===== config.mk =====
export PLATFORM = sky130hd
export DESIGN_NAME = sfd_mul
export DESIGN_NICKNAME = d
export VERILOG_FILES = /design/src/hdl/sfd_pkg.sv /design/src/hdl/sfd_mul.sv
export SDC_FILE = /design/constraint.sdc
export NUM_CORES = 2
export LEC_CHECK = 0
export BUFFER_PORTS_ARGS = -buffer_cell sky130_fd_sc_hd__buf_2
export CAP_MARGIN = 25
export CORE_MARGIN = 1.5
export CORE_UTILIZATION = 66
export DETAILED_ROUTE_END_ITERATION = 8
export HOLD_SLACK_MARGIN = 0.03
export PLACE_DENSITY = 0.84
export SLEW_MARGIN = 20
export SYNTH_ARGS = -nofsm -noshare
export SYNTH_HDL_FRONTEND = slang
export SYNTH_SLANG_ARGS = --single-unit

===== constraint.sdc =====
create_clock -name i_clk -period 9.86 [get_ports i_clk]
set_input_delay 0.986 -clock i_clk [delete_from_list [all_inputs] [get_ports i_clk]]
set_output_delay 0.986 -clock i_clk [all_outputs]
set_load 0.05 [all_outputs]

===== src/hdl/sfd_pkg.sv =====
// Package of the stereo feedback delay: types, codes, reset values and widths.
// Depends on nothing; every other file of the block imports it.
package sfd_pkg;

    localparam int LINE_DEPTH_DEF  = 65536;
    localparam int SAMPLE_BITS_DEF = 16;

    localparam int FRAC_BITS = 24;
    localparam int MUL_W     = 26;
    localparam int PROD_W    = 2 * MUL_W;
    localparam int CFG_W     = 25;
    localparam int CFG_IDX_W = 3;
    localparam int SMP_W     = 16;

    localparam logic [23:0] TGT_L_RST = 24'd3669926;
    localparam logic [23:0] TGT_R_RST = 24'd4722816;
    localparam logic [24:0] COEF_RST  = 25'd7609;
    localparam logic [16:0] FB_RST    = 17'd32768;
    localparam logic [16:0] MIX_RST   = 17'd32768;

    localparam logic [24:0] COEF_ONE = 25'd16777216;
    localparam logic [16:0] GAIN_ONE = 17'd65536;

    typedef enum logic [CFG_IDX_W-1:0] {
        CFG_TGT_L = 3'd0,
        CFG_TGT_R = 3'd1,
        CFG_COEF  = 3'd2,
        CFG_FB    = 3'd3,
        CFG_MIX   = 3'd4
    } t_cfg_idx;

    typedef enum logic [4:0] {
        S_CLR, S_IDLE, S_G1, S_G2, S_G3, S_POS, S_RA, S_RB, S_RW,
        S_INT, S_TAP, S_FB, S_ML, S_MLO, S_MHI, S_WR, S_DONE
    } t_state;

    // Saturates a sum of sample and tap to a 16-bit sample.
    function automatic logic signed [SMP_W-1:0] sat16(input logic signed [MUL_W-1:0] v);
        if (v > MUL_W'(32767)) begin
            return 16'sh7fff;
        end else if (v < -MUL_W'(32768)) begin
            return 16'sh8000;
        end
        return v[SMP_W-1:0];
    endfunction

endpackage


===== src/hdl/sfd_mul.sv =====
// Shared signed multiplier of the stereo feedback delay, product registered.
// Depends on sfd_pkg for the operand width.
module sfd_mul import sfd_pkg::*; (
    input  logic                      i_clk,
    input  logic signed [MUL_W-1:0]   i_a,
    input  logic signed [MUL_W-1:0]   i_b,
    output logic signed [PROD_W-1:0]  o_prod
);

    logic signed [PROD_W-1:0] r_prod;

    always_ff @(posedge i_clk) begin
        r_prod <= i_a * i_b;
    end

    assign o_prod = r_prod;

endmodule


==> reports/results.ini <==
[logic_synthesis]
yosysTopAreaCell=fa_1
post-synth-top-count-cell=inv_1
yosysWarnings=0
syn_area_um2=25600
synth_top_area_share_pct=55.5
synth_common_cells=737 x inv_1, 710 x fa_1, 398 x nand2_1
ys_ff_latch=52
syn_area_per_cell_um2=9.27
synth.distinct_cells=54
syn_nets=3672
yosysSeqAreaShare_pct=4.06
async_flop_share_pct=0
synth_edf_count=0
synthCells=2763
synth_ff_type=dfxtp_1
synth_area_leaders=fa_1 55%, inv_1 11%, ha_1 7.1%

[floorplan]
die_w_um=200
dieArea_um2=40000
ioPinCount=105
rows=71
start_util_pct=67.5
core_region_area_um2=37900
die_y_um=200

[routing]
drc=0
drtAntennaViolNets=0
vias=18800
drt-initial-drc-count=1483
wire_per_inst_um=19.9
wirelength_um=64800
dr.pass1.iters=6
routed_via_density=5.76

[finish]
final_core_util_pct=69.8
largest_reg_flops=52
seqCellArea_um2=1040
fillers=2768
synthToLayoutAreaGrowth_pct=3.37
nets=3660
antenna_cells=0
drive_gt1_share_pct=4.69
multi_input_area_um2=21300

[setup_path]
worstSetupEndpoint=o_prod[48]
critPathRequiredTime_ns=10.09
path_max_fanout=26
cp.arrival_ns=8.35
cp-end-kind=flip-flop
critical_path_class=in -> reg
setup.worst_path.start=i_b[2]
startpoint_type=primary input

[place]
hpwl_um=53500
gp_congestion=0.937
place_ws_ns=1.57
io_buffers=104

[clock_tree]
cts.root.buffer_cell=clkbuf_16
post_cts_buffers=0
hold_buffers=0
cts_htree_levels=2
clockBufferDepth=2
cts_made_buffers=5
clk_pin_slew_ns=0.07
cts_sinks=52
cts_resized=0
cts_tree=done

[sta]
hold_slack_ns=1.23
hold_violations=0
fin_tns_setup_ns=0
slew_viol_final=0
maxSlewHeadroom_pct=35.3
period_minus_slack_ns=8.11
grt_setup_unrepaired=no
max_freq_ghz=0.123
tightest_slew_ns=0.970
setup_viol=0
period_share_pct=82.3
setup_slack_ns=1.75

[global_routing]
grt_antenna_before_repair=1
grt_pass1_vias=21300
grt_use_total_pct=34.8
grt_overflow=0
grt_pass1_wl_um=106000
grt_max_degree=27

[status]
status=finished clean

[hold_path]
hp-class=in -> reg

[run]
drv_cap=0

[worst max-delay path, stage by stage]
cell      delay, ns
buf_2          0.46
nand2_1        0.18
inv_1          0.16
fa_1           0.56
fa_1           0.49
fa_1           0.97
inv_1          0.40
fa_1           0.59
inv_1          0.06
fa_1           0.53
inv_1          0.05
fa_1           0.47
inv_1          0.04
ha_1           0.39
nand2_1        0.14
or4_1          0.55
or4_1          0.50
o211ai_1       0.34
a21oi_2        0.16
o211ai_2       0.18
xnor2_1        0.14
[routing by layer]
metal / GRT usage (%) / vias up / share of wire (%)
li1: - / 7839 / -
met1: 40.8 / 9566 / 33
met2: 60.8 / 1059 / 52
met3: 4.79 / 335 / 7.8
met4: 22.1 / 2 / 7.3
met5: 0 / - / 0.020
[worst min-delay path by stage]
stage | cells past startpoint | from | to | slack, ns
3_3_place_gp | 1 | o_prod[26] | o_prod[26] | 1.45
2_1_floorplan | 1 | i_b[0] | o_prod[0] | 1.11
4_1_cts | 2 | i_b[0] | o_prod[0] | 1.22
3_5_place_dp | 1 | o_prod[25] | o_prod[25] | 1.45
6_report | 2 | i_b[0] | o_prod[0] | 1.23
5_1_grt | 2 | i_b[0] | o_prod[0] | 1.25
[cell usage in the layout, fill, tap and decap left out, drive strengths merged, types with 11 or more instances in the layout]
master and count:
fa 710, xor2 11, o21ai 26, nand3 11, nand2 398, inv 737, ha 146, nand4 11
a21oi 57, nor2 50, and2 282, buf 104, xnor2 46, a21o 20, dfxtp 52
[layout make-up]
| class | instances | share of cell area (%) |
|---|---|---|
| clock buffer | 5 | 0.472 |
| clock inverter | 3 | 0.161 |
| inverter | 737 | 10.4 |
| multi-input combinational | 1851 | 80.6 |
| sequential | 52 | 3.93 |
| tap | 511 | 2.41 |
| timing repair buffer | 104 | 1.97 |
[cells by family after synthesis]
| kind of cell | share of synthesized area, % |
|---|---|
| adders and majority gates | 62.6 |
| and+or+nand+nor | 14.6 |
| AOI/OAI and AO/OA | 4.17 |
| DFF | 4.06 |
| buffers and inverters | 12.6 |
| xor gates and xnor gates | 1.95 |
[through the flow]
stage,instance area (um^2),std cells
floorplan,25600,2763
global placement,26300,3255
detailed placement,26300,3255
CTS,26500,3263
global route,26500,3263
finish,26500,3263
Power is not shown: default switching activity piles up to over one toggle a cycle in this logic, so the estimate is an artifact.
